==> src/hdl/hsc_pkg.sv <==
// ----------------------------------------------------------------------------
// hsc_pkg
// Shared widths and constants for the nine-point cross stencil block.
// ----------------------------------------------------------------------------
package hsc_pkg;
   localparam int HSC_MAX_EDGE = 1024;
   localparam int TEMP_W       = 24;
   localparam int WGT_W        = 16;
   localparam int PT_W         = 41;   // temperature, weight, air flag
   localparam int PROD_W       = 41;   // signed t * unsigned w
   localparam int ACC_W        = 45;   // sum of nine products
   localparam int MAG_W        = 44;   // magnitude of the product sum
   localparam int WSUM_W       = 20;   // sum of nine weights

   localparam logic [1:0] CSR_EDGE_SIZE = 2'd0;
   localparam logic [1:0] CSR_AIR_RATE  = 2'd1;
   localparam logic [1:0] CSR_COOL_TEMP = 2'd2;

   typedef struct packed {
      logic start;
      logic busy;
      logic done;
   } div_ctl_type;
endpackage

==> src/hdl/hsc_div.sv <==
// ----------------------------------------------------------------------------
// hsc_div
// Restoring unsigned divider, one quotient bit per cycle.
// ----------------------------------------------------------------------------
module hsc_div
   import hsc_pkg::*;
(
   input  logic              clock,
   input  logic              reset,
   input  logic              start,
   input  logic [MAG_W-1:0]  dividend,
   input  logic [WSUM_W-1:0] divisor,
   output div_ctl_type       ctl,
   output logic [MAG_W-1:0]  quotient
);
   localparam int CW = $clog2(MAG_W + 1);

   logic [MAG_W-1:0]  quo_ff, quo_in;
   logic [WSUM_W:0]   rem_ff, rem_in;
   logic [WSUM_W-1:0] dvs_ff;
   logic [CW-1:0]     cnt_ff, cnt_in;
   logic              busy_ff, busy_in, done_ff, done_in;
   logic [WSUM_W+1:0] trial;

   always_comb begin
      quo_in  = quo_ff;
      rem_in  = rem_ff;
      cnt_in  = cnt_ff;
      busy_in = busy_ff;
      done_in = 1'b0;
      trial   = '0;
      if (start) begin
         quo_in  = dividend;
         rem_in  = '0;
         cnt_in  = CW'(MAG_W);
         busy_in = 1'b1;
      end else if (busy_ff) begin
         // Shift the next dividend bit into the partial remainder.
         trial = {rem_ff, quo_ff[MAG_W-1]} - {2'b00, dvs_ff};
         if (!trial[WSUM_W+1]) begin
            rem_in = trial[WSUM_W:0];
            quo_in = {quo_ff[MAG_W-2:0], 1'b1};
         end else begin
            rem_in = {rem_ff[WSUM_W-1:0], quo_ff[MAG_W-1]};
            quo_in = {quo_ff[MAG_W-2:0], 1'b0};
         end
         cnt_in = cnt_ff - 1'b1;
         if (cnt_ff == CW'(1)) begin
            busy_in = 1'b0;
            done_in = 1'b1;
         end
      end
   end

   always_ff @(posedge clock) begin
      if (reset) begin
         busy_ff <= 1'b0;
         done_ff <= 1'b0;
         cnt_ff  <= '0;
      end else begin
         busy_ff <= busy_in;
         done_ff <= done_in;
         cnt_ff  <= cnt_in;
      end
      quo_ff <= quo_in;
      rem_ff <= rem_in;
      if (start) begin
         dvs_ff <= divisor;
      end
   end

   assign ctl.start = start;
   assign ctl.busy  = busy_ff;
   assign ctl.done  = done_ff;
   assign quotient  = quo_ff;
endmodule

==> config.mk <==
export PLATFORM = sky130hd
export DESIGN_NAME = hsc_div
export DESIGN_NICKNAME = d
export VERILOG_FILES = /design/src/hdl/hsc_pkg.sv /design/src/hdl/hsc_div.sv
export SDC_FILE = /design/constraint.sdc
export NUM_CORES = 1
export LEC_CHECK = 0
export ABC_AREA = 1
export BUFFER_PORTS_ARGS = -buffer_cell sky130_fd_sc_hd__buf_4
export CORE_MARGIN = 2
export CORE_UTILIZATION = 45
export DETAILED_ROUTE_END_ITERATION = 10
export HOLD_SLACK_MARGIN = 0.12
export PLACE_DENSITY = 0.68
export SYNTH_ARGS = -nofsm -noshare
export SYNTH_HDL_FRONTEND = slang
export SYNTH_SLANG_ARGS = --single-unit
==> constraint.sdc <==
create_clock -name clock -period 4.05 [get_ports clock]
set_input_delay 0.405 -clock clock [delete_from_list [all_inputs] [get_ports clock]]
set_output_delay 0.405 -clock clock [all_outputs]
set_load 0.02 [all_outputs]
Word-level counts from Yosys, hierarchy flattened:

Index checks and enable logic that the tools add are counted.

* register bits: 93
* input bits: 67
* output and inout bits: 47
* logic and storage cells: 24

* add/subtract/negate cells: 2
* eq/ne operators: 1
* muxes and demuxes: 10
* bitwise operators: 1
* reductions and logical operators: 3

Operators with widths (number)
* $mux W44: 2
* $sub A22 B20 Y22: 1
* $mux W21: 1
* $mux W6: 2
* $eq A6 B1 Y1 const B: 1
* $sub A6 B1 Y6 const B: 1
* $mux W1: 5
* $reduce_or A3 Y1: 1
* $reduce_bool A2 Y1: 1
* $reduce_or A2 Y1: 1
* $not A1 Y1: 1

Longest topological paths before layout:

Gate-level depths: netlist of the first run.

* word-level depth: 4
* mapped depth: 16
* mapped depth without buffers: 16

Worst setup path before layout of the first run:

OpenSTA, ideal clock, no wires.

* path kind: reg-to-reg
* start: register busy_ff
* end: register quo_ff[0] (netlist: quotient[0]), enable pin
* setup time: 0.398 ns
* arrival time: 1.732 ns
* slack: 1.919 ns
* cell stages (with the launch flop): 5
* cells stage by stage: dfxtp_1 -> clkbuf_1 -> nor2_1 -> clkbuf_1 -> inv_1

* cells in the longest elaborated chain, start to end: 1

RTL lines
* from (decl): RTL line hsc_div.sv:22 `logic busy_ff, busy_in, done_ff, done_in;`
* from (signal assigned): RTL line hsc_div.sv:61 `busy_ff <= busy_in;`
* $reduce_bool A2 Y1 (no source line)
* to (signal assigned): RTL line hsc_div.sv:65 `quo_ff <= quo_in;`
* to (decl): RTL line hsc_div.sv:18 `logic [MAG_W-1:0] quo_ff, quo_in;`

Every way passes these cells.
A chain may end at the register's enable or synchronous reset.

Final worst setup path of the first run:

* start: register dvs_ff[8]
* end: register rem_ff[7]

* cells in the longest elaborated chain, start to end: 2

RTL lines
* from (decl): RTL line hsc_div.sv:20 `logic [WSUM_W-1:0] dvs_ff;`
* from (signal assigned): RTL line hsc_div.sv:68 `dvs_ff <= divisor;`
* $sub A22 B20 Y22: RTL line hsc_div.sv:39 `trial = {rem_ff, quo_ff[MAG_W-1]} - {2'b00, dvs_ff};`
* $mux W21: RTL line hsc_div.sv:40 `if (!trial[WSUM_W+1]) begin`
* to (signal assigned): RTL line hsc_div.sv:66 `rem_ff <= rem_in;`
* to (decl): RTL line hsc_div.sv:19 `logic [WSUM_W:0] rem_ff, rem_in;`

Every way passes these cells.

==> results of run 1 <==
[how the worst min path moves through the flow]
stage	start	slack, ps	to
finish	divisor[17]	230	dvs_ff[17]$_DFFE_PP_
global route	divisor[11]	210	dvs_ff[11]$_DFFE_PP_
CTS	divisor[10]	210	dvs_ff[10]$_DFFE_PP_
detailed placement	rem_ff[2]$_SDFFE_PP0P_	460	rem_ff[2]$_SDFFE_PP0P_
global placement	rem_ff[8]$_SDFFE_PP0P_	460	rem_ff[8]$_SDFFE_PP0P_
floorplan	rem_ff[0]$_SDFFE_PP0P_	450	rem_ff[0]$_SDFFE_PP0P_
[cells by family (layout without fill, tap and decap cells)]
family,Yosys count,after routing,share of synthesized area (%)
compound gates,26,26,2.79
buf+inv,133,245,10.0
xor+xnor,11,11,1.77
flops,93,93,46.1
fa+ha+maj,23,23,5.44
simple gates,441,441,33.9
[power by group]
group	switching, W	internal (W)
clock	0.000387	0.000482
sequential	0.0000389	0.00110
combinational	0.000235	0.000160
[synth_stat cells (all sizes together), types with 4 or more instances]
cell type | n | area (um^2)
nor2 | 40 | 170
a21oi | 14 | 77.6
nand2 | 341 | 1340
xnor2 | 5 | 43.8
dfxtp | 29 | 581
inv | 112 | 420
o21ai | 6 | 30.0
nor3 | 8 | 40.0
nand4 | 4 | 31.3
clkbuf | 11 | 41.3
ha | 22 | 275
edfxtp | 64 | 1920
xor2 | 6 | 52.6
buf | 10 | 82.6
nand3 | 43 | 225
[layout make-up]
class                      count  area [um^2]
clock buffer                   9          225
multi-input combinational    501         2390
tap                          147          184
timing repair buffer         117          878
sequential                    93         2500
fill                        1176         5240
inverter                     112          420
clock inverter                 7         71.3
[layer usage]
layer	up-vias	routed length (um)	part of all wire, %
met4	0	170	1.3
met1	2156	5830	44
met3	14	959	7.3
met5	-	0	0
li1	2454	-	-
met2	138	6230	47
[critical path, delay by kind of cell (launching register included)]
kind	cells	cell delay [ps]
adders and majority gates	1	370
buffers and inverters	2	130
DFF	1	320
and+or+nand+nor	12	1260
[state kept, by name, summed over array words and instances (netlist names)]
register  cells
done_ff       1
dvs_ff       20
rem_ff       21
busy_ff       1
quotient     44
cnt_ff        6
[per-stage QoR]
stage | power, W | std cells | hold WS, ps | setup slack [ps] | instance area [um^2]
6_report | 0.00240 | 986 | 229 | 1870 | 6670
5_1_grt | 0.00251 | 986 | 214 | 1660 | 6670
4_1_cts | 0.00243 | 986 | 214 | 1880 | 6670
3_5_place_dp | 0.00155 | 970 | 463 | 1910 | 6370
3_3_place_gp | 0.00155 | 970 | 460 | 1970 | 6370
2_1_floorplan | 0.00138 | 727 | 449 | 1920 | 5430
==> impl_metrics.json, run 1 <==
{
  "post-route-drc-count": 0,
  "cp_cell_sequence": "inv_1 -> ha_1 -> nand2_2 -> inv_1 -> nand2_1 -> nand2_1 -> nand2_1 -> nand2_1 -> nand2_1 -> nand3_2 -> nand2_2 -> nand2_4 -> nand2_1 -> nand3_1 -> nand2_1",
  "max_cap_viol_count": 0,
  "grt-busiest-layer": "met2",
  "worstSetupEndpoint": "rem_ff[7]$_SDFFE_PP0P_",
  "skew_ps": 8.56,
  "hold_viol": 0,
  "die_area_um2": 13000,
  "diodes": 0,
  "dp_hpwl_um": 9610,
  "synth_nets": 817,
  "fin_nets": 924,
  "slowest_delay_ps": 370,
  "max-vdd-ir-drop_mv": 0.267,
  "io_buffers": 113,
  "cts.path.max_buffers": 2,
  "drv_slew": 0,
  "async_reset_ff_share_pct": 0,
  "clk_latency_ps": 350,
  "finalCritPeriodShare_pct": 53.9,
  "vias": 4762,
  "reg2reg_from": "dvs_ff[8]$_DFFE_PP_",
  "grt_use_total_pct": 21.2,
  "ios": 114,
  "die_h_um": 114,
  "whs_path_depth": 1,
  "leakagePower_nw": 3.50,
  "regToRegEndpoint": "rem_ff[7]$_SDFFE_PP0P_",
  "grtUsageMet2_pct": 35.4,
  "grtUsageMet1_pct": 26.9,
  "routed_wl_um": 13200,
  "grt_pass1_wl_um": 21800,
  "syn-instance-count": 727,
  "hp-class": "in2reg",
  "final_layout_size_suffix_gt1_share_pct": 19.1,
  "area_growth_pct": 22.8,
  "grt_max_degree": 60,
  "numClockSinks": 93,
  "cts_resized": 0,
  "use_met3_pct": 6.48,
  "ctsHoldBuffers": 0,
  "ys_ff_latch": 93,
  "end_kind": "flop",
  "start_kind": "flop",
  "cp_common_cell": "nand2_1",
  "status": "finished, final reports clean",
  "seq_area_frac_synth_pct": 46.1,
  "cts_tree": "yes",
  "core-area_um2": 11900,
  "tns_ps": 0,
  "fin_util_pct": 56.0,
  "postCtsSetupRepairBufs": 0,
  "setup.worst_path.start": "dvs_ff[8]$_DFFE_PP_",
  "period_minus_slack_ps": 2180,
  "grt_pass1_vias": 4656,
  "tightest_slew_ps": 1030,
  "crit_type": "reg2reg",
  "h-tree-depth": 3,
  "yosys_warnings": 0,
  "ys.flop_type": "edfxtp_1",
  "path_max_fanout": 22,
  "layout_commonest_cell": "nand2_1",
  "fmax_mhz": 458,
  "vias_per_cell": 4.83,
  "drtIter0Drc": 299,
  "dr.pass1.iters": 5,
  "syn-cell-area_um2": 5430,
  "drtAntennaViolNets": 0,
  "start_util_pct": 45.6,
  "setup_violations": 0,
  "wire_per_inst_um": 13.4,
  "syn_avg_cell_area_um2": 7.47,
  "clk_pin_slew_ps": 70,
  "die_w_um": 114,
  "layout_common_cells": "nand2_1, buf_4, inv_1",
  "grt-ovfl-total": 0,
  "numCtsBuffers": 9,
  "synth_edf_count": 64,
  "gp_congestion": 0.941,
  "cp_slowest_cell": "ha_1",
  "rr_worst_depth": 15,
  "cp.required_ps": 4280,
  "rsz0062_at_grt": "false",
  "cts_root_buf": "clkbuf_16",
  "max_slew_margin_pct": 31.0,
  "antenna_found_initial": 0,
  "power_density_nw_per_um2": 360,
  "crit_arrival_ps": 2420,
  "num_rows": 40,
  "synth_cell_types": 36,
  "r2r_slack_ps": 1870
}
Note: power is estimated with default switching activity, not from simulation.
==> run 2, diff against run 1 <==
ABC_AREA = 0   (was 1)
clock period = 2.3 ns   (was 4.05 ns; I/O delays follow)
==> run 2 against run 1 <==
The flow now finishes with violations (negative setup slack). Global-route usage down 0.053 points. Die area down 3.5%. Non-clock buffer count up 87. Combinational power rose to 5.1 times the previous value. Register-to-register slack worse by 1900 ps. Clock skew up 0.64 ps. Count of clock-buffer cells in the layout up 1. Via count down 8.9%. Synthesized area down 3.6%. Synthesized cell count down 36%. Flip-flop and latch count unchanged. Critical path type unchanged.
==> impl_metrics.json, run 2 <==
{
  "max-vdd-ir-drop_mv": 0.481,
  "syn-instance-count": 467,
  "final_layout_size_suffix_gt1_share_pct": 47.4,
  "grt-ovfl-total": 0,
  "yosysTopAreaCellShare_pct": 36.7,
  "period_minus_slack_ps": 2370,
  "dp.cells": 752,
  "crit_type": "reg2reg",
  "grt_use_total_pct": 21.2,
  "grt_pass1_wl_um": 21300,
  "ys_ff_latch": 93,
  "hp-class": "in2reg",
  "report.power.total_w": 0.00562,
  "reg2reg_from": "quotient[43]$_DFFE_PP_",
  "max_cap_viol_count": 0,
  "cp.required_ps": 2560,
  "setup_ws_ps": -68.0,
  "synth_cell_types": 65,
  "end_kind": "flop",
  "diodes": 0,
  "timing.hold.ws_ps": 172,
  "fin_nets": 747,
  "ys.flop_type": "edfxtp_1",
  "h-tree-depth": 3,
  "crit_arrival_ps": 2620,
  "seq_area_frac_synth_pct": 47.8,
  "max_slew_margin_pct": 57.5,
  "antenna_found_initial": 0,
  "leakagePower_nw": 3.05,
  "violations": "negative setup slack",
  "post-route-drc-count": 0,
  "hold_viol": 0,
  "routed_wl_um": 13300,
  "status": "finished, violations left",
  "num_rows": 39,
  "core-area_um2": 11400,
  "vias_per_cell": 5.39,
  "syn-cell-area_um2": 5240,
  "setup.worst_path.start": "quotient[43]$_DFFE_PP_",
  "fmax_mhz": 422,
  "largest_register_ffs": 44,
  "instances_no_fill": 805,
  "cts_root_buf": "clkbuf_16",
  "layout_common_cells": "buf_4, edfxtp_1, mux2_2",
  "rsz0062_at_grt": "true",
  "n_fill_cell": 885,
  "drtIter0Drc": 292,
  "clk_latency_ps": 350,
  "die_h_um": 112,
  "numCtsBuffers": 9,
  "gp_congestion": 0.905,
  "tightest_slew_ps": 636,
  "start_kind": "flop",
  "cts.path.max_buffers": 2,
  "skew_ps": 9.20,
  "synth_common_cells": "edfxtp_1, mux2_2, nor2_1",
  "dp_hpwl_um": 9260,
  "yosys.area.top_type": "edfxtp_1",
  "vias": 4340,
  "async_reset_ff_share_pct": 0,
  "synth_edf_count": 64,
  "dr.pass1.iters": 4,
  "cts_tree": "yes",
  "grt_pass1_vias": 4516,
  "area_growth_pct": 43.9,
  "synth.top_cells.by_area": "edfxtp_1, dfxtp_1, mux2_2",
  "r2r_slack_ps": -70,
  "numClockSinks": 93,
  "wire_per_inst_um": 16.5,
  "ios": 114,
  "worstSetupEndpoint": "rem_ff[20]$_SDFFE_PP0P_",
  "layout_commonest_cell": "buf_4",
  "yosys_warnings": 0,
  "io_buffers": 113,
  "die_area_um2": 12500,
  "finalCritPeriodShare_pct": 103,
  "drtAntennaViolNets": 0,
  "clk_pin_slew_ps": 60,
  "yosysMostFrequentCell": "edfxtp_1",
  "power_density_nw_per_um2": 745,
  "synth_nets": 557,
  "fin_util_pct": 66.3,
  "start_util_pct": 46.0,
  "regToRegEndpoint": "rem_ff[20]$_SDFFE_PP0P_",
  "syn_avg_cell_area_um2": 11.2,
  "grt_max_degree": 46,
  "setup_violations": 14,
  "die_w_um": 112,
  "path_max_fanout": 3,
  "drv_slew": 0,
  "rr_worst_depth": 10
}
[run 2: changes by cell type after synthesis, moves of 7 or more]
cell,delta
nand2_1,-304
xnor2_1,+7
o211ai_1,+8
nand2b_1,+8
a21oi_1,+13
nand3_1,-30
a311oi_1,+8
mux2_2,+43
inv_1,-83
nand2_2,-14
[run 2: final cells by class]
class / instances / area [um^2] / share of cell area (%)
Clock buffer: 10 / 229 / 3.04
Clock inverter: 6 / 63.8 / 0.847
Inverter: 28 / 105 / 1.39
Timing Repair Buffer: 204 / 1660 / 22.1
Sequential cell: 93 / 2500 / 33.2
Multi-Input combinational cell: 321 / 2790 / 37.0
Tap cell: 143 / 179 / 2.37
[run 2: cells by family after synthesis]
kind of cell / Yosys count / synth area share, %
simple gates: 121 / 12.4
compound gates: 117 / 17.5
flops: 93 / 47.8
buf+inv: 53 / 4.57
mux: 44 / 9.44
fa+ha+maj: 23 / 5.64
xor+xnor: 16 / 2.68
[run 2: how the worst min path moves through the flow]
stage / startpoint / end / slack, ps / cells past startpoint
floorplan: divisor[0] / dvs_ff[0]$_DFFE_PP_ / 330 / 0
global placement: divisor[10] / dvs_ff[10]$_DFFE_PP_ / 410 / 1
detailed placement: divisor[13] / dvs_ff[13]$_DFFE_PP_ / 410 / 1
CTS: dividend[0] / quotient[0]$_DFFE_PP_ / 160 / 3
global route: dividend[0] / quotient[0]$_DFFE_PP_ / 170 / 3
finish: dividend[0] / quotient[0]$_DFFE_PP_ / 170 / 3
[run 2: metrics by stage]
step           worst slack (ps)  setup TNS (ps)  area, um^2
6_report                  -68.0            -506        7530
5_1_grt                    -209           -2880        7530
4_1_cts                   -28.5            -137        7280
3_3_place_gp              -63.9            -184        6560
2_1_floorplan             -68.7           -84.8        5240
3_5_place_dp               -165           -1030        6560
[run 2: timing repair]
action	in CTS	in global routing
cloned	1	2
pin swaps	22	20
gates resized for setup	28	35
endpoints found under the hold margin	28	0
endpoints found under the setup margin	19	22
hold buffers	21	0
setup buffers	7	6
[run 2: power breakdown]
part | internal, W | switching (W)
registers | 0.00199 | 0.000123
logic | 0.00101 | 0.00100
clock network | 0.000843 | 0.000644
[run 2: worst max-delay path, stage by stage, from the launching register on]
cell      delay (ps)
edfxtp_1         390
inv_1             70
ha_2             180
fa_2             210
nor2b_2           50
o31a_1           290
o211ai_1         340
a32oi_1          180
a221oi_2         330
o211ai_1         140
o311ai_1         100
[run 2: routing by layer]
layer / share of wire (%) / vias up / track usage, %
met1: 43 / 2081 / 25.8
li1: - / 2136 / -
met3: 5.1 / 20 / 5.01
met5: 0 / - / 0
met4: 2.0 / 0 / 8.81
met2: 50 / 103 / 36.1
